<file path="config.mk">
export PLATFORM = sky130hd
export DESIGN_NAME = qrr_sqrt
export DESIGN_NICKNAME = d
export VERILOG_FILES = /design/src/rtl/quadratic_real_roots_unit_assert.svh /design/src/rtl/qrr_pkg.sv /design/src/rtl/qrr_sqrt.sv
export SDC_FILE = /design/constraint.sdc
export NUM_CORES = 2
export LEC_CHECK = 0
export BUFFER_PORTS_ARGS = -buffer_cell sky130_fd_sc_hd__buf_4
export CORE_MARGIN = 2
export CORE_UTILIZATION = 60
export CTS_CLUSTER_SIZE = 24
export DETAILED_ROUTE_END_ITERATION = 10
export HOLD_SLACK_MARGIN = 0.02
export PLACE_DENSITY = 0.76
export RECOVER_POWER = 25
export SKIP_CTS_REPAIR_TIMING = 1
export SYNTH_ARGS = -nofsm -noshare
export SYNTH_HDL_FRONTEND = slang
export SYNTH_SLANG_ARGS = --single-unit
</file>
<file path="constraint.sdc">
create_clock -name clk -period 6.1 [get_ports clk]
set_clock_uncertainty 0.2 [all_clocks]
set_input_delay 0.915 -clock clk [delete_from_list [all_inputs] [get_ports clk]]
set_output_delay 0.915 -clock clk [all_outputs]
set_load 0.03 [all_outputs]
</file>
<file path="src/rtl/quadratic_real_roots_unit_assert.svh">
// Assertion helpers used by the top-level RTL of the quadratic root unit.
`ifndef QUADRATIC_REAL_ROOTS_UNIT_ASSERT_SVH
`define QUADRATIC_REAL_ROOTS_UNIT_ASSERT_SVH

// Implication checked at every clock edge outside reset.
`define QRR_ASSERT_IMPL(lbl, clk_s, rst_s, ante, cons, msg) \
    lbl: assert property (@(posedge clk_s) disable iff (!rst_s) (ante) |-> (cons)) \
        else $error(msg);

// Implication whose consequence is checked in the cycle after the antecedent.
`define QRR_ASSERT_NEXT(lbl, clk_s, rst_s, ante, cons, msg) \
    lbl: assert property (@(posedge clk_s) disable iff (!rst_s) (ante) |=> (cons)) \
        else $error(msg);

`endif

</file>
<file path="src/rtl/qrr_pkg.sv">
package qrr_pkg;

    localparam int ROOT_W         = 25;
    localparam int COEF_WIDTH_DEF = 16;
    localparam int FRAC_BITS_DEF  = 8;

    typedef enum logic [1:0] {
        ST_TWO    = 2'd0,
        ST_DOUBLE = 2'd1,
        ST_NONE   = 2'd2,
        ST_AZERO  = 2'd3
    } root_status_t;

    function automatic int max_int(input int x, input int y);
        return (x > y) ? x : y;
    endfunction

    // discriminant magnitude width
    function automatic int disc_w(input int cw);
        return 2 * cw + 1;
    endfunction

    // radicand width, rounded up to an even count
    function automatic int rad_w(input int cw, input int fb);
        int w;
        w = disc_w(cw) + 2 * fb;
        return w + (w % 2);
    endfunction

    function automatic int sqrt_w(input int cw, input int fb);
        return rad_w(cw, fb) / 2;
    endfunction

    // width of -b scaled by the fraction bits
    function automatic int nb_w(input int cw, input int fb);
        return cw + fb + 1;
    endfunction

    // signed numerator width
    function automatic int num_w(input int cw, input int fb);
        return max_int(nb_w(cw, fb), sqrt_w(cw, fb) + 1) + 1;
    endfunction

endpackage

</file>
<file path="src/rtl/qrr_sqrt.sv">
module qrr_sqrt #(
    parameter int RWE = qrr_pkg::rad_w(qrr_pkg::COEF_WIDTH_DEF, qrr_pkg::FRAC_BITS_DEF),
    parameter int SQ  = RWE / 2,
    parameter int SW  = 8
) (
    input  logic          clk,
    input  logic          rst_n,
    input  logic          en,
    input  logic          in_valid,
    input  logic [RWE-1:0] rad,
    input  logic [SW-1:0] side_in,
    output logic          out_valid,
    output logic [SQ-1:0] root,
    output logic [SW-1:0] side_out
);

    logic            vld_reg  [0:SQ];
    logic [SW-1:0]   side_reg [0:SQ];
    logic [RWE-1:0]  rad_reg  [0:SQ];
    logic [SQ+1:0]   rem_reg  [0:SQ];
    logic [SQ-1:0]   root_reg [0:SQ];

    // entry register
    always_ff @(posedge clk or negedge rst_n)
    begin
        if (!rst_n)
        begin
            vld_reg[0] <= 1'b0;
        end
        else if (en)
        begin
            vld_reg[0] <= in_valid;
        end
    end

    always_ff @(posedge clk)
    begin
        if (en)
        begin
            side_reg[0] <= side_in;
            rad_reg[0]  <= rad;
            rem_reg[0]  <= '0;
            root_reg[0] <= '0;
        end
    end

    // one root bit per stage, two radicand bits shifted in
    for (genvar k = 1; k <= SQ; k++)
    begin : g_stage
        logic [SQ+1:0] rem_sh, trial;
        logic          ge;

        always_comb
        begin
            rem_sh = {rem_reg[k-1][SQ-1:0], rad_reg[k-1][RWE-1 -: 2]};
            trial  = {root_reg[k-1], 2'b01};
            ge     = (rem_sh >= trial);
        end

        always_ff @(posedge clk or negedge rst_n)
        begin
            if (!rst_n)
            begin
                vld_reg[k] <= 1'b0;
            end
            else if (en)
            begin
                vld_reg[k] <= vld_reg[k-1];
            end
        end

        always_ff @(posedge clk)
        begin
            if (en)
            begin
                side_reg[k] <= side_reg[k-1];
                rad_reg[k]  <= rad_reg[k-1] << 2;
                rem_reg[k]  <= ge ? (rem_sh - trial) : rem_sh;
                root_reg[k] <= {root_reg[k-1][SQ-2:0], ge};
            end
        end
    end

    assign out_valid = vld_reg[SQ];
    assign root      = root_reg[SQ];
    assign side_out  = side_reg[SQ];

endmodule

</file>
---- After elaboration in Yosys (flattened, before gate mapping) ----
Memory sizes are Yosys's and may differ from the RTL's.
Cells that the tools add are included.
storage, ports and cells
  output and inout bits ................... 34
  memory bits (writable) .................. 2860
  memories ................................ 4
  register bits ........................... 26
memories
  memory    words  bits a word  read ports  clocked after memory_dff  write ports  line            RTL
  rad_reg   26     50           25          0                         26           qrr_sqrt.sv:19  logic [RWE-1:0] rad_reg [0:SQ];
  rem_reg   26     27           25          0                         26           qrr_sqrt.sv:20  logic [SQ+1:0] rem_reg [0:SQ];
  root_reg  26     25           26          0                         26           qrr_sqrt.sv:21  logic [SQ-1:0] root_reg [0:SQ];
  side_reg  26     8            26          0                         26           qrr_sqrt.sv:18  logic [SW-1:0] side_reg [0:SQ];
cells by class
  magnitude comparators ................... 25
  add/subtract/negate cells ............... 25
  mux-type cells .......................... 27
operators by type and width
  kind            count
  $ge 27x27->1    25
  $mux 27         25
  $sub 27x27->27  25
  $mux 1          2

---- Logic depth before layout (Yosys ltp) ----
An unclocked memory read counts as a cell.
  depth after elaboration ................. 3
  mapped depth ............................ 14

---- Worst setup path before layout ----
No wires, ideal clock.
  kind .................................... register -> register
  start point ............................. memory rem_reg[2][109] (netlist name)
  end point ............................... memory rem_reg[2][153] (netlist name) (data pin)
  clock period less this slack ............ 3.273 ns
  data arrival time ....................... 2.811 ns
  setup slack ............................. 2.827 ns
  cell stages (with the launch flop) ...... 12
  buffers on the path ..................... 1
  data required time ...................... 5.638 ns
  path through ............................ edfxtp_1 > ha_1 > o21a_1 > a2bb2oi_1 > a2111oi_1 > nor3_1 > nor3_2 > o21ai_1 > nor2_2 > inv_2 > clkbuf_1 > mux2_1
RTL lines
  element      line
  from (decl)  qrr_sqrt.sv:20

==> results.txt <==
Status -> completed
CP Data Arrival Time -> 4.62 ns
Largest net degree at the start of global routing -> 170
Post-synth EDFFs -> 1750
Layout Area Growth over Synthesis -> 11.2%
PortBufs -> 95
Vias in the first global route -> 42100
Post-Layout Cell Count -> 7521
Peak supply drop -> 0.326 mV
Vias per inst -> 5.69
Top cell family by delay on the critical path -> compound AO/OA/AOI/OAI gates
Syn Area/Cell -> 14.0 sq um
Area leader, netlist -> edfxtp_1
Power per cell area -> 371 nW/um^2
IO Count -> 96
Endpoints failing hold -> 0
Core area -> 128000 sq um
Clock Latency Late Sink -> 0.83 ns
Mapped Cells -> 5491
Final Cycle Share -> 69.9%
Global-route wire length before repair -> 218000 um
Final count of pins violating max slew -> 0
RSZ-0062 raised after global routing -> no
Post-Syn Area -> 77100 sq um
Worst EP required -> 6.46 ns
Final Power -> 31800 uW
Final worst path period need -> 4.26 ns
Post-Syn Nets -> 5904
Rel. slew slack -> 26.2%
Top area cells in the synthesized netlist -> edfxtp_1 (68%), ha_1 (5.7%), xor2_1 (2.8%)
Crit path launch type -> register
Critical Path Most Common Cell -> or3b_1
CP Cell Sequence -> ha_1 > o211ai_1 > a21oi_1 > or3b_1 > a2111oi_0 > o31ai_1 > a21o_1 > and4_1 > or3b_1 > xnor2_1
Synthesis-stage register bit count -> 1776
Final wirelength -> 136000 um
Critical Path Stages -> 10
Async SR Flop Fraction -> 1.46%
Starting density of the core -> 60.4%
Width of the die -> 362 um
Die area -> 131000 sq um
Hold_sp -> rad[33]
Tot GR Track Use -> 20.8%
Slowest stage cell on the critical path -> a21o_1
Fmax -> 0.235 GHz
Worst Tran Pin Value -> 1.11 ns
Setup Viol. Count Final -> 0
Ys Warns -> 0
DR iter-0 viols -> 3151
Average wire per standard cell -> 18.1 um
Buf+Inv Stages, Crit Path -> 0
Initial antenna violation count -> 0
DRC errors left -> 0
Layout cells sized above 1 -> 8.35%
Largest register FFs -> 650
Worst setup path start -> rem_reg[2][28]
Sink Count -> 1776
Hold path depth -> 1
Hold Crit Class -> input port to register
Reg2reg start -> rem_reg[2][28]
Via Count -> 42800
CP max stage delay -> 0.93 ns
CTS Root Cell -> clkbuf_16
Antenna diode count -> 0
R2R depth -> 10
Max H-tree Level -> 4
Peak fanout along the critical path -> 33
RD Place Congestion -> 0.882
CTS tree -> done
Overflow after GRT -> 0
Rows -> 131
Final #Nets -> 6127
Hpwl dp -> 92900 um
DP Cell Count -> 7197
Final ANT Viol Nets -> 0
Total CTS buffers -> 176
Initial DRT Pass Iterations -> 5
Max Root-Sink Buffers -> 3
Top_reg_cell synth -> edfxtp_1
Register area share after synthesis -> 69.0%
Critical Path Sink Type -> register
Chip height -> 362 um
Synth cell types -> 89
Leak pwr -> 0.0325 uW
Worst-path clk slew -> 0.06 ns
Sum of negative setup slack -> 0 ns
Max cap viols -> 0
Kind of critical path -> register to register
Post-synth top area share -> 68.2%
[per-stage QoR]
step / hold slack, ns / instance area [sq um] / utilization, % / worst slack [ns]
after floorplan: 0.200 / 77100 / - / 2.83
after detailed placement: 0.205 / 80000 / 62.7 / 1.86
final: 0.0923 / 85700 / 67.2 / 1.84
after global placement: 0.200 / 80000 / 62.7 / 2.04
after CTS: -0.257 / 85700 / 67.2 / 1.87
after global routing: 0.0504 / 85700 / 67.2 / 1.53
[layout make-up]
| cell class | instances | area [sq um] |
|---|---|---|
| clock buffers | 208 | 4540 |
| well taps | 1662 | 2080 |
| flip-flops and latches | 1776 | 53200 |
| repair buffers | 134 | 1170 |
| multi-input cells | 3188 | 21900 |
| clock inverters | 115 | 1150 |
| inverters | 438 | 1640 |
| fillers | 8787 | 41800 |
[path summary, 6_finish.rpt]
path / endpoint / slack, ns
hold reg to reg: side_reg[18][1] / 0.17
min in group asynchronous: vld_reg[18] / 0.37
setup reg to reg: rem_reg[2][76] / 1.84
setup / recovery: rem_reg[2][76] / 1.84
max in group asynchronous: vld_reg[15] / 5.07
hold / removal: rad_reg[0][33] / 0.09
[kinds of logic (layout without fill, tap and decap cells)]
family                     count (synthesis)  after routing  share of synthesized area (%)
DFF                                     1776           1776                           69.0
and+or+nand+nor                         1274           1274                           8.16
AOI/OAI and AO/OA                       1033           1033                           8.25
buffers and inverters                    527            895                           2.60
xor gates and xnor gates                 454            454                           5.16
adders and majority gates                351            351                           5.70
muxes                                     75             75                           1.08
other                                      1              1                        0.00487
[cell usage in the layout, fill, tap and decap left out, drive strengths merged, types with 82 or more instances in the layout]
cell,n
edfxtp,1750
inv,445
nand2,368
ha,351
o21ai,310
a21oi,305
nor2,296
clkbuf,266
xor2,250
xnor2,204
nor3,147
a21o,106
clkinv,82
[per-layer routing]
metal / vias to the layer above / wire length [um] / share of wire [%] / GRT usage [%]
li1: 20800 / - / - / -
met4: 0 / 4560 / 3.4 / 8.23
met3: 293 / 6170 / 4.5 / 3.28
met5: - / 0 / 0 / 0
met2: 1042 / 67900 / 50 / 35.6
met1: 20600 / 57400 / 42 / 26.8
[cells in the mapped netlist, types with 65 or more instances]
cell / number
o21a_1: 65
ha_1: 351
edfxtp_1: 1750
o21ai_1: 65
o21ai_0: 244
nor2_1: 295
a21oi_1: 305
nor3_1: 141
xor2_1: 250
xnor2_1: 204
inv_1: 432
nand2_1: 368
a21o_1: 106
[report_power, final]
part	internal, uW	total, uW	switching (uW)
registers	15200	16100	838
clock network	5940	10500	4570
logic	2210	5230	3020
No activity file was read; power rests on OpenSTA's default activity.
