--- src/rtl/quadratic_real_roots_unit_assert.svh ---
// Assertion helpers used by the top-level RTL of the quadratic root unit.
`ifndef QUADRATIC_REAL_ROOTS_UNIT_ASSERT_SVH
`define QUADRATIC_REAL_ROOTS_UNIT_ASSERT_SVH

// Implication checked at every clock edge outside reset.
`define QRR_ASSERT_IMPL(lbl, clk_s, rst_s, ante, cons, msg) \
    lbl: assert property (@(posedge clk_s) disable iff (!rst_s) (ante) |-> (cons)) \
        else $error(msg);

// Implication whose consequence is checked in the cycle after the antecedent.
`define QRR_ASSERT_NEXT(lbl, clk_s, rst_s, ante, cons, msg) \
    lbl: assert property (@(posedge clk_s) disable iff (!rst_s) (ante) |=> (cons)) \
        else $error(msg);

`endif

--- src/rtl/qrr_pkg.sv ---
package qrr_pkg;

    localparam int ROOT_W         = 25;
    localparam int COEF_WIDTH_DEF = 16;
    localparam int FRAC_BITS_DEF  = 8;

    typedef enum logic [1:0] {
        ST_TWO    = 2'd0,
        ST_DOUBLE = 2'd1,
        ST_NONE   = 2'd2,
        ST_AZERO  = 2'd3
    } root_status_t;

    function automatic int max_int(input int x, input int y);
        return (x > y) ? x : y;
    endfunction

    // discriminant magnitude width
    function automatic int disc_w(input int cw);
        return 2 * cw + 1;
    endfunction

    // radicand width, rounded up to an even count
    function automatic int rad_w(input int cw, input int fb);
        int w;
        w = disc_w(cw) + 2 * fb;
        return w + (w % 2);
    endfunction

    function automatic int sqrt_w(input int cw, input int fb);
        return rad_w(cw, fb) / 2;
    endfunction

    // width of -b scaled by the fraction bits
    function automatic int nb_w(input int cw, input int fb);
        return cw + fb + 1;
    endfunction

    // signed numerator width
    function automatic int num_w(input int cw, input int fb);
        return max_int(nb_w(cw, fb), sqrt_w(cw, fb) + 1) + 1;
    endfunction

endpackage

--- src/rtl/qrr_front.sv ---
module qrr_front #(
    parameter int CW  = qrr_pkg::COEF_WIDTH_DEF,
    parameter int FB  = qrr_pkg::FRAC_BITS_DEF,
    parameter int DW  = qrr_pkg::disc_w(CW),
    parameter int RWE = qrr_pkg::rad_w(CW, FB),
    parameter int NBW = qrr_pkg::nb_w(CW, FB),
    parameter int DM  = CW + 1
) (
    input  logic                  clk,
    input  logic                  rst_n,
    input  logic                  en,
    input  logic                  in_valid,
    input  logic signed [CW-1:0]  a_in,
    input  logic signed [CW-1:0]  b_in,
    input  logic signed [CW-1:0]  c_in,
    output logic                  out_valid,
    output logic [RWE-1:0]        rad,
    output logic signed [NBW-1:0] nb,
    output logic signed [DM-1:0]  den,
    output logic [1:0]            status
);

    logic [CW-1:0]        am, bm, cm;
    logic                 v1_reg;
    logic [2*CW-1:0]      b2_reg, ac_reg;
    logic                 opp_reg, azero_reg;
    logic signed [CW-1:0] a_reg, b_reg;

    logic [DW:0]          b2e, f4, disc;
    qrr_pkg::root_status_t st;
    logic signed [NBW-1:0] bx;

    logic                  v2_reg;
    logic [RWE-1:0]        rad_reg;
    logic signed [NBW-1:0] nb_reg;
    logic signed [DM-1:0]  den_reg;
    logic [1:0]            st_reg;

    // take magnitudes of the coefficients
    always_comb
    begin
        am = a_in[CW-1] ? CW'(-a_in) : CW'(a_in);
        bm = b_in[CW-1] ? CW'(-b_in) : CW'(b_in);
        cm = c_in[CW-1] ? CW'(-c_in) : CW'(c_in);
    end

    // stage 1: square of b and product of a and c
    always_ff @(posedge clk or negedge rst_n)
    begin
        if (!rst_n)
        begin
            v1_reg <= 1'b0;
        end
        else if (en)
        begin
            v1_reg <= in_valid;
        end
    end

    always_ff @(posedge clk)
    begin
        if (en)
        begin
            b2_reg    <= (2*CW)'(bm) * (2*CW)'(bm);
            ac_reg    <= (2*CW)'(am) * (2*CW)'(cm);
            opp_reg   <= a_in[CW-1] ^ c_in[CW-1];
            azero_reg <= (a_in == '0);
            a_reg     <= a_in;
            b_reg     <= b_in;
        end
    end

    // classify the discriminant
    always_comb
    begin
        b2e  = (DW+1)'(b2_reg);
        f4   = (DW+1)'(ac_reg) << 2;
        disc = '0;
        st   = qrr_pkg::ST_NONE;
        if (azero_reg)
        begin
            st = qrr_pkg::ST_AZERO;
        end
        else if (opp_reg)
        begin
            disc = b2e + f4;
            st   = (disc != '0) ? qrr_pkg::ST_TWO : qrr_pkg::ST_DOUBLE;
        end
        else if (b2e > f4)
        begin
            disc = b2e - f4;
            st   = qrr_pkg::ST_TWO;
        end
        else if (b2e == f4)
        begin
            st = qrr_pkg::ST_DOUBLE;
        end
        bx = NBW'(b_reg);
    end

    // stage 2: radicand, scaled -b and denominator
    always_ff @(posedge clk or negedge rst_n)
    begin
        if (!rst_n)
        begin
            v2_reg <= 1'b0;
        end
        else if (en)
        begin
            v2_reg <= v1_reg;
        end
    end

    always_ff @(posedge clk)
    begin
        if (en)
        begin
            rad_reg <= RWE'(disc) << (2 * FB);
            nb_reg  <= -(bx <<< FB);
            den_reg <= DM'(a_reg) <<< 1;
            st_reg  <= st;
        end
    end

    assign out_valid = v2_reg;
    assign rad       = rad_reg;
    assign nb        = nb_reg;
    assign den       = den_reg;
    assign status    = st_reg;

endmodule

--- config.mk ---
export PLATFORM = sky130hd
export DESIGN_NAME = qrr_front
export DESIGN_NICKNAME = d
export VERILOG_FILES = /design/src/rtl/quadratic_real_roots_unit_assert.svh /design/src/rtl/qrr_pkg.sv /design/src/rtl/qrr_front.sv
export SDC_FILE = /design/constraint.sdc
export NUM_CORES = 1
export LEC_CHECK = 0
export BUFFER_PORTS_ARGS = -buffer_cell sky130_fd_sc_hd__buf_2
export CORE_UTILIZATION = 57
export DETAILED_ROUTE_END_ITERATION = 7
export GPL_TIMING_DRIVEN = 0
export PLACE_DENSITY = 0.75
export SYNTH_ARGS = -nofsm -noshare
export SYNTH_HDL_FRONTEND = slang
export SYNTH_SLANG_ARGS = --single-unit
--- constraint.sdc ---
create_clock -name clk -period 4.52 [get_ports clk]
set_clock_uncertainty 0.1 [all_clocks]
set_input_delay 1.356 -clock clk [delete_from_list [all_inputs] [get_ports clk]]
set_output_delay 1.356 -clock clk [all_outputs]
set_load 0.005 [all_outputs]
After elaboration in Yosys (flattened, before gate mapping). Index checks and enable logic that the tools add are counted.

Register bits: 177. Input port bits: 52. Output and inout port bits: 95. Logic and storage cells: 34.

Add/subtract/negate cells: 6. Multiply operators: 2. $lt $le $gt $ge: 1. Equal/unequal tests: 1. Multiplexer cells: 9. Bitwise gates (word level): 1. Reduce and logical (&&, ||, !) cells: 2.

Operators with widths (number): two-way mux 34 bit (2); multiplier 16 x 16 -> 32 bit (2); two-way mux 16 bit (3); negator 16 bit (3); adder 32 x 34 -> 34 bit (1); equality test 32 x 34 -> 1 bit (1); greater-than comparator 32 x 34 -> 1 bit (1); nonzero test 34 bit (1); subtractor 32 x 34 -> 34 bit (1); negator 24 -> 25 bit (1); logical NOT 16 bit (1); two-way mux 2 bit (3); two-way mux 1 bit (1); XOR 1 bit (1).

Longest topological paths before layout.
Depth in word-level cells: 4. Gate-level depth with buffers: 34. Depth with buffers taken out: 33.

Worst setup path before layout. OpenSTA, ideal clock, no wires.

Path kind: input to register. Start: input b_in[0]. End: register b2_reg[31], data pin. Library setup time: 0.260 ns. Data arrival time: 9.245 ns. Required time: 4.160 ns. Slack: -5.085 ns. Cell stages on the path: 31. Path buffers: 1. Cell sequence: inv_1 > clkbuf_1 > ha_1 > nand2_1 > or3_1 > or2_2 > o41ai_1 > xor2_1 > clkinv_1 > nand2_1 > inv_1 > fa_1 > inv_1 > fa_1 > inv_1 > fa_1 > fa_1 > fa_1 > inv_1 > fa_1 > inv_1 > ha_1 > and3_1 > a31o_2 > a31o_2 > a211o_1 > o31a_1 > a2111oi_0 > o21ai_0 > a21oi_1 > xnor2_1.

Longest elaborated chain between the ends: 3.

RTL lines: from (decl) (RTL line qrr_front.sv:14) `input logic signed [CW-1:0] b_in,`; negator 16 bit (RTL line qrr_front.sv:43) `bm = b_in[CW-1] ? CW'(-b_in) : CW'(b_in);`; two-way mux 16 bit (*) (RTL line qrr_front.sv:43); multiplier 16 x 16 -> 32 bit (*) (RTL line qrr_front.sv:64) `b2_reg <= (2*CW)'(bm) * (2*CW)'(bm);`; to (signal assigned) (RTL line qrr_front.sv:64); to (decl) (RTL line qrr_front.sv:25) `logic [2*CW-1:0] b2_reg, ac_reg;`.

Every way passes the cells marked *; elsewhere a longest branch is shown, timed or not. A chain may end at the register's enable or synchronous reset.

Final worst setup path.
Start: input b_in[1]. End: register b2_reg[29], data pin.

Same word-level chain as after synthesis.

==> summary.txt <==
Worst hold path
  • Hold path depth: 0
  • Worst hold path class: reg2reg

Setup path
  • CP Max Fanout: 10
  • Slowest cell on crit path: fa_1
  • CP peak stage delay: 550 ps
  • Cells on worst reg2reg path: 11
  • Setup crit end kind: flip-flop
  • Critical path class: in2reg
  • CP most frequent cell: fa_1
  • Worst EP required: 4680 ps
  • Arrival @ worst endpoint: 8880 ps
  • Critical Path Source Type: input port

Timing
  • Final worst-path cycle share: 1.93
  • Max-slew headroom: 0.381
  • Fin. Hold Viols: 0
  • RSZ-0062 raised after global routing: yes
  • Worst slew pin tran: 925 ps
  • Final worst setup slack: -4200 ps
  • Min Tclk post-route: 8720 ps
  • Max Clk Rate: 115 MHz
  • Max Slew Vio Count: 0
  • Final setup violation count: 53

Placement
  • Placer Congestion: 0.960
  • Placed Instances: 3,551
  • Port bufs: 119
  • HPWL Detailed: 60,300 um

Clocking
  • CTS tree: yes
  • # hold bufs at CTS: 0
  • H-Tree Depth: 4
  • Number of CTS-inserted buffers: 17
  • Root Driver: clkbuf_16
  • Worst-path clk slew: 80 ps
  • Skew-Pair Late Insertion Delay: 520 ps
  • Clock sink total: 166
  • CTS Buffer Depth: 2

Routing
  • Vias: 22,000
  • Vias per cell: 5.88
  • Residual DRC count: 0
  • Routed Antenna Nets: 0
  • Post-Route WL: 82,100 um
  • Wire per inst: 21.9 um
  • DR pass1 iterations: 6
  • Initial DRC count: 2,026

Floorplanning
  • Full die area: 46,300 um2
  • Core ar.: 44,500 um2
  • Die W: 215 um
  • # rows: 77
  • Die height: 215 um
  • Starting density of the core: 0.582
  • I/O pin count: 147

GRT
  • First-pass GRT wire length: 122,000 um
  • Total track usage: 0.346
  • Pin count of the biggest net entering global routing: 92
  • Overflow after GRT: 0
  • Vias in the first global route: 22,100
  • Initial antenna violation count: 2

Cells and area
  • Most common cell after layout, fill and taps aside: inv_1
  • Final #Nets: 3,816
  • ANT cells: 0
  • Layout cell share with drive strength beyond 1: 0.251
  • Largest register FFs: 33
  • Most frequent cells in the layout: inv_1 (465), fa_1 (338), nor2_1 (260)
  • FILL cells: 3,131
  • Layout Utilization: 0.730
  • Final cell count without fillers: 3,746
  • Area grow syn2layout: 25.5%

Outcome
  • Failing checks: negative setup slack
  • Outcome: complete, but fails checks

Synthesis
  • Number of synthesized flops with an enable pin: 164
  • Syn_area_per_cell: 9.23 um2
  • Number of synthesis warnings: 0
  • Post-Synthesis Cells: 2,804
  • Main synth FF type: edfxtp_1
  • Mapped Area: 25,900 um2
  • Distinct cell type count after synthesis: 86
  • Yosys reg bits: 166
  • Post-synth ARST share: 0.0120
  • Sequential area share after synthesis: 0.192

Run
  • Max-cap violations: 0
timing repair:
action	CTS	global route
endpoints found under the hold margin	0	0
buffers inserted	98	74
endpoints found under the setup margin	59	59
gates resized for setup	236	235
pin swaps	134	117
critical path, delay by kind of cell:
family	cells	cell delay (ps)
XOR/XNOR	2	410
AND/OR/NAND/NOR	6	1330
AO/OA/AOI/OAI	6	1520
adder cells (fa/ha/maj)	7	3280
buffers and inverters	8	980
path summary, 6_finish.rpt:
check / slack, ps / from / endpoint
max in group asynchronous: 3730 / rst_n / v1_reg
worst max-delay path: -4200 / b_in[1] / b2_reg[29]
worst min register to register: 330 / a_reg[15] / den[16]
worst max register to register: 50 / b2_reg[24] / status[0]
worst min-delay path: 330 / a_reg[15] / den[16]
min in group asynchronous: 500 / rst_n / out_valid
through the flow:
step / worst slack [ps] / hold slack, ps / setup TNS [ps] / cell area (um2)
floorplan: -4390 / 300 / -156980 / 27000
global placement: -5960 / 300 / -242580 / 28300
detailed placement: -6120 / 305 / -225290 / 28400
CTS: -4070 / 326 / -154780 / 31000
global route: -4430 / 329 / -167220 / 32500
finish: -4200 / 326 / -158340 / 32500
per-layer routing:
| layer | vias up | part of all wire | GRT usage |
|---|---|---|---|
| met2 | 1108 | 0.45 | 0.526 |
| met5 | - | 0.00048 | 0 |
| li1 | 9695 | - | - |
| met3 | 228 | 0.10 | 0.0855 |
| met4 | 4 | 0.033 | 0.0946 |
| met1 | 11000 | 0.41 | 0.492 |
area by class of cell:
class / count / area (um2) / area share
tap: 592 / 741 / 0.0228
clock buffer: 17 / 425 / 0.0131
clock inverter: 15 / 178 / 0.00547
sequential: 166 / 4970 / 0.153
multi-input combinational: 2040 / 21100 / 0.651
buffer: 100 / 778 / 0.0240
inverter: 527 / 2040 / 0.0629
timing repair buffer: 289 / 2200 / 0.0678
cells by family (layout without fill, tap and decap cells):
family | after synthesis | after routing | synth area share
xor+xnor | 165 | 165 | 0.0558
mux | 11 | 11 | 0.00469
buf+inv | 633 | 948 | 0.0981
flops | 166 | 166 | 0.192
other cells | 2 | 37 | 0.000290
fa+ha+maj | 623 | 623 | 0.405
simple gates | 813 | 813 | 0.143
compound gates | 391 | 391 | 0.101
synthesized netlist by cell type (18+ instances only):
cell / instances / area [um2]
inv_1: 515 / 1930
fa_1: 359 / 7190
nor2_1: 285 / 1070
nand2_1: 268 / 1010
ha_1: 264 / 3300
edfxtp_1: 164 / 4920
a21oi_1: 120 / 601
xnor2_1: 110 / 963
clkbuf_1: 65 / 244
o21ai_0: 61 / 305
xor2_1: 55 / 482
nor3_1: 54 / 270
buf_4: 30 / 225
a21o_1: 29 / 218
nand2b_1: 27 / 169
nand3_1: 27 / 135
o31ai_1: 26 / 195
and2_1: 22 / 138
nor4_1: 19 / 119
o21a_1: 19 / 143
o21bai_1: 18 / 135
Power is left out: the tool's default activity adds up to more than one toggle a clock period on the data nets, which glitch-free logic cannot reach.
