**src/rtl/quadratic_real_roots_unit_assert.svh**
```systemverilog
// Assertion helpers used by the top-level RTL of the quadratic root unit.
`ifndef QUADRATIC_REAL_ROOTS_UNIT_ASSERT_SVH
`define QUADRATIC_REAL_ROOTS_UNIT_ASSERT_SVH

// Implication checked at every clock edge outside reset.
`define QRR_ASSERT_IMPL(lbl, clk_s, rst_s, ante, cons, msg) \
    lbl: assert property (@(posedge clk_s) disable iff (!rst_s) (ante) |-> (cons)) \
        else $error(msg);

// Implication whose consequence is checked in the cycle after the antecedent.
`define QRR_ASSERT_NEXT(lbl, clk_s, rst_s, ante, cons, msg) \
    lbl: assert property (@(posedge clk_s) disable iff (!rst_s) (ante) |=> (cons)) \
        else $error(msg);

`endif

```
**src/rtl/qrr_pkg.sv**
```systemverilog
package qrr_pkg;

    localparam int ROOT_W         = 25;
    localparam int COEF_WIDTH_DEF = 16;
    localparam int FRAC_BITS_DEF  = 8;

    typedef enum logic [1:0] {
        ST_TWO    = 2'd0,
        ST_DOUBLE = 2'd1,
        ST_NONE   = 2'd2,
        ST_AZERO  = 2'd3
    } root_status_t;

    function automatic int max_int(input int x, input int y);
        return (x > y) ? x : y;
    endfunction

    // discriminant magnitude width
    function automatic int disc_w(input int cw);
        return 2 * cw + 1;
    endfunction

    // radicand width, rounded up to an even count
    function automatic int rad_w(input int cw, input int fb);
        int w;
        w = disc_w(cw) + 2 * fb;
        return w + (w % 2);
    endfunction

    function automatic int sqrt_w(input int cw, input int fb);
        return rad_w(cw, fb) / 2;
    endfunction

    // width of -b scaled by the fraction bits
    function automatic int nb_w(input int cw, input int fb);
        return cw + fb + 1;
    endfunction

    // signed numerator width
    function automatic int num_w(input int cw, input int fb);
        return max_int(nb_w(cw, fb), sqrt_w(cw, fb) + 1) + 1;
    endfunction

endpackage

```
**src/rtl/qrr_div.sv**
```systemverilog
module qrr_div #(
    parameter int NW = qrr_pkg::num_w(qrr_pkg::COEF_WIDTH_DEF, qrr_pkg::FRAC_BITS_DEF),
    parameter int DM = qrr_pkg::COEF_WIDTH_DEF + 1
) (
    input  logic                             clk,
    input  logic                             rst_n,
    input  logic                             en,
    input  logic                             in_valid,
    input  logic signed [NW-1:0]             num_p,
    input  logic signed [NW-1:0]             num_m,
    input  logic signed [DM-1:0]             den,
    input  logic [1:0]                       status_in,
    output logic                             out_valid,
    output logic [1:0]                       status,
    output logic signed [qrr_pkg::ROOT_W-1:0] root_plus,
    output logic signed [qrr_pkg::ROOT_W-1:0] root_minus
);

    localparam int NM  = NW;
    localparam int RMW = DM + 1;
    localparam int XW  = qrr_pkg::max_int(NM + 1, qrr_pkg::ROOT_W) + 1;
    localparam logic signed [XW-1:0] SAT_HI = (XW'(1) << (qrr_pkg::ROOT_W - 1)) - XW'(1);
    localparam logic signed [XW-1:0] SAT_LO = -(XW'(1) << (qrr_pkg::ROOT_W - 1));

    logic            vld_reg [0:NM];
    logic [1:0]      st_reg  [0:NM];
    logic [DM-1:0]   d_reg   [0:NM];
    logic            neg_reg [0:1][0:NM];
    logic [NM-1:0]   n_reg   [0:1][0:NM];
    logic [RMW-1:0]  rem_reg [0:1][0:NM];
    logic [NM-1:0]   q_reg   [0:1][0:NM];

    logic                              ov_reg;
    logic [1:0]                        ost_reg;
    logic signed [qrr_pkg::ROOT_W-1:0] rp_reg, rm_reg;
    logic signed [qrr_pkg::ROOT_W-1:0] res [0:1];
    logic signed [NW-1:0]              num [0:1];
    logic                              blank;

    assign num[0] = num_p;
    assign num[1] = num_m;

    // entry register: shared control and divisor magnitude
    always_ff @(posedge clk or negedge rst_n)
    begin
        if (!rst_n)
        begin
            vld_reg[0] <= 1'b0;
        end
        else if (en)
        begin
            vld_reg[0] <= in_valid;
        end
    end

    always_ff @(posedge clk)
    begin
        if (en)
        begin
            st_reg[0] <= status_in;
            d_reg[0]  <= den[DM-1] ? DM'(-den) : DM'(den);
        end
    end

    // advance shared control through the bit stages
    for (genvar k = 1; k <= NM; k++)
    begin : g_ctl
        always_ff @(posedge clk or negedge rst_n)
        begin
            if (!rst_n)
            begin
                vld_reg[k] <= 1'b0;
            end
            else if (en)
            begin
                vld_reg[k] <= vld_reg[k-1];
            end
        end

        always_ff @(posedge clk)
        begin
            if (en)
            begin
                st_reg[k] <= st_reg[k-1];
                d_reg[k]  <= d_reg[k-1];
            end
        end
    end

    // two lanes, restoring division one quotient bit per stage
    for (genvar l = 0; l < 2; l++)
    begin : g_lane
        logic signed [XW-1:0] qv;

        always_ff @(posedge clk)
        begin
            if (en)
            begin
                neg_reg[l][0] <= num[l][NW-1] ^ den[DM-1];
                n_reg[l][0]   <= num[l][NW-1] ? NM'(-num[l]) : NM'(num[l]);
                rem_reg[l][0] <= '0;
                q_reg[l][0]   <= '0;
            end
        end

        for (genvar k = 1; k <= NM; k++)
        begin : g_bit
            logic [RMW-1:0] rem_sh, dx;
            logic           ge;

            always_comb
            begin
                rem_sh = {rem_reg[l][k-1][RMW-2:0], n_reg[l][k-1][NM-1]};
                dx     = RMW'(d_reg[k-1]);
                ge     = (rem_sh >= dx);
            end

            always_ff @(posedge clk)
            begin
                if (en)
                begin
                    neg_reg[l][k] <= neg_reg[l][k-1];
                    n_reg[l][k]   <= n_reg[l][k-1] << 1;
                    rem_reg[l][k] <= ge ? (rem_sh - dx) : rem_sh;
                    q_reg[l][k]   <= {q_reg[l][k-1][NM-2:0], ge};
                end
            end
        end

        // apply sign and saturate, or blank the result when there is no root
        always_comb
        begin
            qv = neg_reg[l][NM] ? -$signed(XW'(q_reg[l][NM])) : $signed(XW'(q_reg[l][NM]));
            if (blank)
            begin
                res[l] = '0;
            end
            else if (qv > SAT_HI)
            begin
                res[l] = qrr_pkg::ROOT_W'(SAT_HI);
            end
            else if (qv < SAT_LO)
            begin
                res[l] = qrr_pkg::ROOT_W'(SAT_LO);
            end
            else
            begin
                res[l] = qrr_pkg::ROOT_W'(qv);
            end
        end
    end

    // no real root or a is zero: blank both results
    assign blank = (st_reg[NM] == qrr_pkg::ST_NONE) || (st_reg[NM] == qrr_pkg::ST_AZERO);

    // output register
    always_ff @(posedge clk or negedge rst_n)
    begin
        if (!rst_n)
        begin
            ov_reg <= 1'b0;
        end
        else if (en)
        begin
            ov_reg <= vld_reg[NM];
        end
    end

    always_ff @(posedge clk)
    begin
        if (en)
        begin
            ost_reg <= st_reg[NM];
            rp_reg  <= res[0];
            rm_reg  <= res[1];
        end
    end

    assign out_valid  = ov_reg;
    assign status     = ost_reg;
    assign root_plus  = rp_reg;
    assign root_minus = rm_reg;

endmodule

```
**config.mk**
```make
export PLATFORM = sky130hd
export DESIGN_NAME = qrr_div
export DESIGN_NICKNAME = d
export VERILOG_FILES = /design/src/rtl/quadratic_real_roots_unit_assert.svh /design/src/rtl/qrr_pkg.sv /design/src/rtl/qrr_div.sv
export SDC_FILE = /design/constraint.sdc
export NUM_CORES = 2
export LEC_CHECK = 0
export BUFFER_PORTS_ARGS = -buffer_cell sky130_fd_sc_hd__buf_2
export CORE_MARGIN = 4
export CORE_UTILIZATION = 50
export DETAILED_ROUTE_END_ITERATION = 7
export PLACE_DENSITY = 0.65
export SYNTH_ARGS = -nofsm -noshare
export SYNTH_HDL_FRONTEND = slang
export SYNTH_MEMORY_MAX_BITS = 65536
export SYNTH_SLANG_ARGS = --single-unit
```
**constraint.sdc**
```tcl
create_clock -name clk -period 4.5 [get_ports clk]
set_input_delay 0.225 -clock clk [delete_from_list [all_inputs] [get_ports clk]]
set_output_delay 0.225 -clock clk [all_outputs]
set_load 0.005 [all_outputs]
```
# ---- After elaboration in Yosys (flattened, before gate mapping)
# Memories as Yosys holds them, arrays and structs flattened.
# Index checks and enable logic that the tools add are counted.
dict set report word_totals {
  register_bits 81
  ram_bits 4476
  out_inout_bits 53
  n_memories 6
}
dict set report classes {
  n_addsub 59
  magnitude_cmp 58
  eq_ne 2
  n_mux 65
  bitwise_logic 2
  reduce_logical 3
}
# memory depth word_bits read_ports rd_ports_with_merged_regs write_ports line
set mem_list {}
lappend mem_list {n_reg 2 729 2 0 2 qrr_div.sv:29} ;# logic [NM-1:0] n_reg [0:1][0:NM];
lappend mem_list {q_reg 2 729 2 0 2 qrr_div.sv:31} ;# logic [NM-1:0] q_reg [0:1][0:NM];
lappend mem_list {rem_reg 2 486 2 0 2 qrr_div.sv:30} ;# logic [RMW-1:0] rem_reg [0:1][0:NM];
lappend mem_list {d_reg 28 17 27 0 28 qrr_div.sv:27} ;# logic [DM-1:0] d_reg [0:NM];
lappend mem_list {neg_reg 2 28 2 0 2 qrr_div.sv:28} ;# logic neg_reg [0:1][0:NM];
lappend mem_list {st_reg 28 2 28 0 28 qrr_div.sv:26} ;# logic [1:0] st_reg [0:NM];
# op n
set op_table {}
lappend op_table {{$ge A18 B17 Y1} 54}
lappend op_table {{$mux W18} 54}
lappend op_table {{$sub A18 B17 Y18} 54}
lappend op_table {{$gt A29 B25 Y1 const B} 2}
lappend op_table {{$lt A29 B25 Y1 const B} 2}
lappend op_table {{$mux W29} 2}
lappend op_table {{$neg A27 Y29} 2}
lappend op_table {{$mux W27} 2}
lappend op_table {{$neg A27 Y27} 2}
lappend op_table {{$mux W25} 2}
lappend op_table {{$mux W24} 2}
lappend op_table {{$mux W17} 1}
lappend op_table {{$neg A17 Y17} 1}
lappend op_table {{$eq A2 B2 Y1 const B} 2}
lappend op_table {{$reduce_or A2 Y1} 2}
lappend op_table {{$mux W1} 2}
lappend op_table {{$xor A1 B1 Y1} 2}
lappend op_table {{$logic_or A1 B1 Y1} 1}

# ---- Logic depth before layout (Yosys ltp)
# An unclocked memory read counts as a cell.
dict set report logic_depth {
  word_depth 6
  ltp_mapped 14
  ltp_nobuf 12
}

# ---- Worst setup path after synthesis
# No wires, ideal clock.
dict set report synth_path {
  path_kind {reg-to-reg}
  from {memory rem_reg[1][76] (netlist bit)}
  to {memory rem_reg[1][64] (netlist bit), data pin}
  setup_ps 260
  arrival_ps 3404
  required_time_ps 4240
  path_slack_ps 837
  path_stages_with_launch 12
  n_path_buf 1
  synth_period_minus_slack_ps 3663
  path_cell_list {edfxtp_1 > ha_1 > a21o_1 > a21oi_1 > nor2b_1 > o41ai_1 > a211o_1 > o21ai_0 > o21a_1 > nor3_1 > clkbuf_1 > mux2_2}
}
# item line
set synth_rtl {}
lappend synth_rtl {{start, declared} qrr_div.sv:30}

==> out/metrics.yaml <==
run_status:
  status: "finished clean"
place:
  dp_hpwl_um: 238000
  io_buffers: 129
  pre_cts_ws_ns: 0.542
  gp_congestion: 0.949
setup_path:
  required_ns: 5.13
  critical_path.max_fanout: 30
  end_kind: "register"
  criticalPathCategory: "reg2reg"
  critPathLaunchType: "register"
  worstRegToRegCells: 11
  r2r_slack_ns: 0.47
  cp_data_arrival_time_ns: 4.66
logic_synthesis:
  synthCells: 10421
  synth-main-ff-cell: "edfxtp_1"
  ys_ff_latch: 3048
  ys_seq_area_share_pct: 63.4
  synth_edf_count: 3019
  yosysUniqueCellTypes: 72
  synthesis.area_um2: 144000
  synth-async-reset-ratio_pct: 0.951
  yosys_warnings: 0
  synth_nets: 11441
  synth_area_per_cell_um2: 13.8
worst_hold_path:
  hp-class: "in2reg"
  hold_path_depth: 3
floorplan:
  row_count: 196
  die_y_um: 545
  start_util_pct: 50.4
  core-area_um2: 286000
  boundaryPins: 130
  die_w_um: 545
  design.die.area_um2: 297000
power_and_ir_drop:
  p_leak_nw: 62.1
  p_clk_share_pct: 24.2
  p_switching_w: 0.0367
  p_comb_share_pct: 36.6
  p_per_area_nw_per_um2: 683
  p_sw_share_pct: 33.1
  max-vdd-ir-drop_uv: 378
  p_int_w: 0.0742
  p_seq_share_pct: 39.2
cts:
  clock_path_buffers: 4
  cts_tree: "yes"
  cts.sinks: 3048
  post_cts_buffers: 0
  clk_pin_slew_ns: 0.06
  post_cts_resized: 0
  numCtsBuffers: 324
  htree_levels: 5
  clk_latency_ns: 0.90
  cts_root_buffer: "clkbuf_16"
layout:
  drive_gt1_share_pct: 12.8
  final_common_cell: "edfxtp_1"
  fin_util_pct: 56.8
  nets: 12024
  largest_register_ff_count: 884
  syn_to_final_growth_pct: 12.8
  fillCellCount: 22472
  mostFrequentLayoutCells: "edfxtp_1, ha_1, inv_1"
detailed_routing:
  ant_nets: 0
  detail_route.first_pass.iterations: 8
  routed_wl_um: 319000
  routedWlPerCell_um: 21.2
  drtIter0Drc: 5956
  viasPerCell: 5.58
  vias: 83793
  drcViolationCount: 0
global_route:
  grt-ovfl-total: 0
  grtUsageMet1_pct: 28.8
  grt_max_degree: 171
  antenna_found_initial: 11
  grtUsageMet2_pct: 35.0
  busiest_layer: "met2"
  met3_usage_pct: 2.90
  grt_first_pass_wirelength_um: 489000
  grt_pass1_vias: 83997
  track_usage_pct: 21.2
flow_run:
  drv_cap: 0
timing:
  setup_ws_ns: 0.469
  period_minus_slack_ns: 4.03
  slew_headroom_pct: 17.6
  fin_crit_sh_pct: 89.6
  slew_viol_final: 0
  worst_pin_slew_ns: 1.22
  rsz0062_at_grt: "false"
  fin_tns_setup_ns: 0
  finalSetupViolations: 0
  hold_violations: 0
  skew_ns: 0.0564
  max_freq_mhz: 248
[cell type report]
cell class              instances  area, um2  area share (%)
inverters                     772       2900            1.78
flip-flops and latches       3048      91400            56.3
well taps                    3762       4710            2.90
clock buffers                 382       8390            5.16
multi-input cells            6463      49400            30.4
clock inverters               204       2410            1.48
repair buffers                395       3280            2.02
diodes                          2       5.00         0.00308
[cell families (layout without fill, tap and decap cells)]
group / after synthesis / count (layout) / share of synthesized area [%]
AOI/OAI and AO/OA: 2001 / 2001 / 8.90
muxes: 685 / 685 / 5.27
adders and majority gates: 943 / 943 / 8.45
other: 0 / 2 / 0
xor gates and xnor gates: 718 / 718 / 4.37
DFF: 3048 / 3048 / 63.4
buffers and inverters: 910 / 1753 / 2.37
and+or+nand+nor: 2116 / 2116 / 7.21
[synth_stat cells (22+ instances only)]
cell type  number  area share (%)
xor2_1        214             1.3
edfxtp_1     3019              63
o31ai_1       100            0.52
o21ai_0       534             1.9
and4_1         26            0.16
clkbuf_1      118            0.31
o21bai_1       68            0.35
a31o_2         28            0.17
a211o_1        22            0.13
a21boi_0       58            0.30
a211oi_1       25            0.13
nor2b_1       146            0.63
o211ai_1       53            0.28
inv_1         772             2.0
xnor2_1       504             3.1
o21a_1        117            0.61
a21oi_1       494             1.7
or3_1         102            0.44
and2_1         40            0.17
mux2_2        582             4.5
and3_1         49            0.21
nor3_1        198            0.69
nand4_1       103            0.45
nand2_1       558             1.5
nand2b_1      108            0.47
nor2_1        523             1.4
ha_1          893             7.8
mux2i_1       103            0.72
a21o_1        218             1.1
a31oi_1        42            0.18
o41ai_1        48            0.29
dfrtp_1        29            0.50
or2_2          40            0.17
nor4_1         59            0.26
fa_1           50            0.69
nand3_1        87            0.30
[per-stage QoR]
| step | total power [W] | std cells | instance area (um2) | hold WS (ns) |
|---|---|---|---|---|
| floorplan | 0.0718 | 10421 | 144000 | -0.0706 |
| global placement | 0.0834 | 14316 | 150000 | 0.265 |
| detailed placement | 0.0840 | 14316 | 150000 | 0.279 |
| CTS | 0.112 | 15026 | 162000 | 0.00679 |
| global route | 0.118 | 15027 | 162000 | 0.0434 |
| finish | 0.111 | 15028 | 162000 | 0.0445 |
[power by group through the flow]
stage | combinational, W | sequential (W) | clock, W
floorplan | 0.0301 | 0.0417 | 0
global placement | 0.0394 | 0.0440 | 0
detailed placement | 0.0401 | 0.0440 | 0
CTS | 0.0407 | 0.0435 | 0.0276
global route | 0.0449 | 0.0440 | 0.0289
finish | 0.0407 | 0.0435 | 0.0268
[worst max-delay path, stage by stage, from the launching register on]
cell and delay, ns:
edfxtp_1 0.64, ha_1 0.28, fa_1 0.23, nor2b_1 0.06, o21ai_0 0.25, a2111oi_0 0.15
buf_4 0.16, nor4_1 0.35, o22ai_1 0.18, o21ai_0 0.16, and2_1 0.81, mux2i_1 0.49
[metal layers]
metal  vias to the layer above  wire, um
met2                      2016    150000
met1                     40791    141000
met5                         -         0
met4                         0     13200
met3                       574     14700
li1                      40412         -
[worst paths after layout]
kind,from,end
min reg2reg,n_reg[1][617]$_DFFE_PP_,n_reg[1][592]$_DFFE_PP_
max reg2reg,d_reg[1][0]$_DFFE_PP_,rem_reg[1][324]$_DFFE_PP_
min in group asynchronous,rst_n,vld_reg[25]$_DFFE_PN0P_
max in group asynchronous,rst_n,vld_reg[17]$_DFFE_PN0P_
min,num_p[26],n_reg[0][704]$_DFFE_PP_
max,d_reg[1][0]$_DFFE_PP_,rem_reg[1][324]$_DFFE_PP_
[what timing repair did]
| action | CTS | global route |
|---|---|---|
| hold buffers | 124 | 0 |
| endpoints found under the setup margin | 0 | 0 |
| endpoints found under the hold margin | 154 | 0 |
Note: power is estimated with default switching activity, not from simulation.
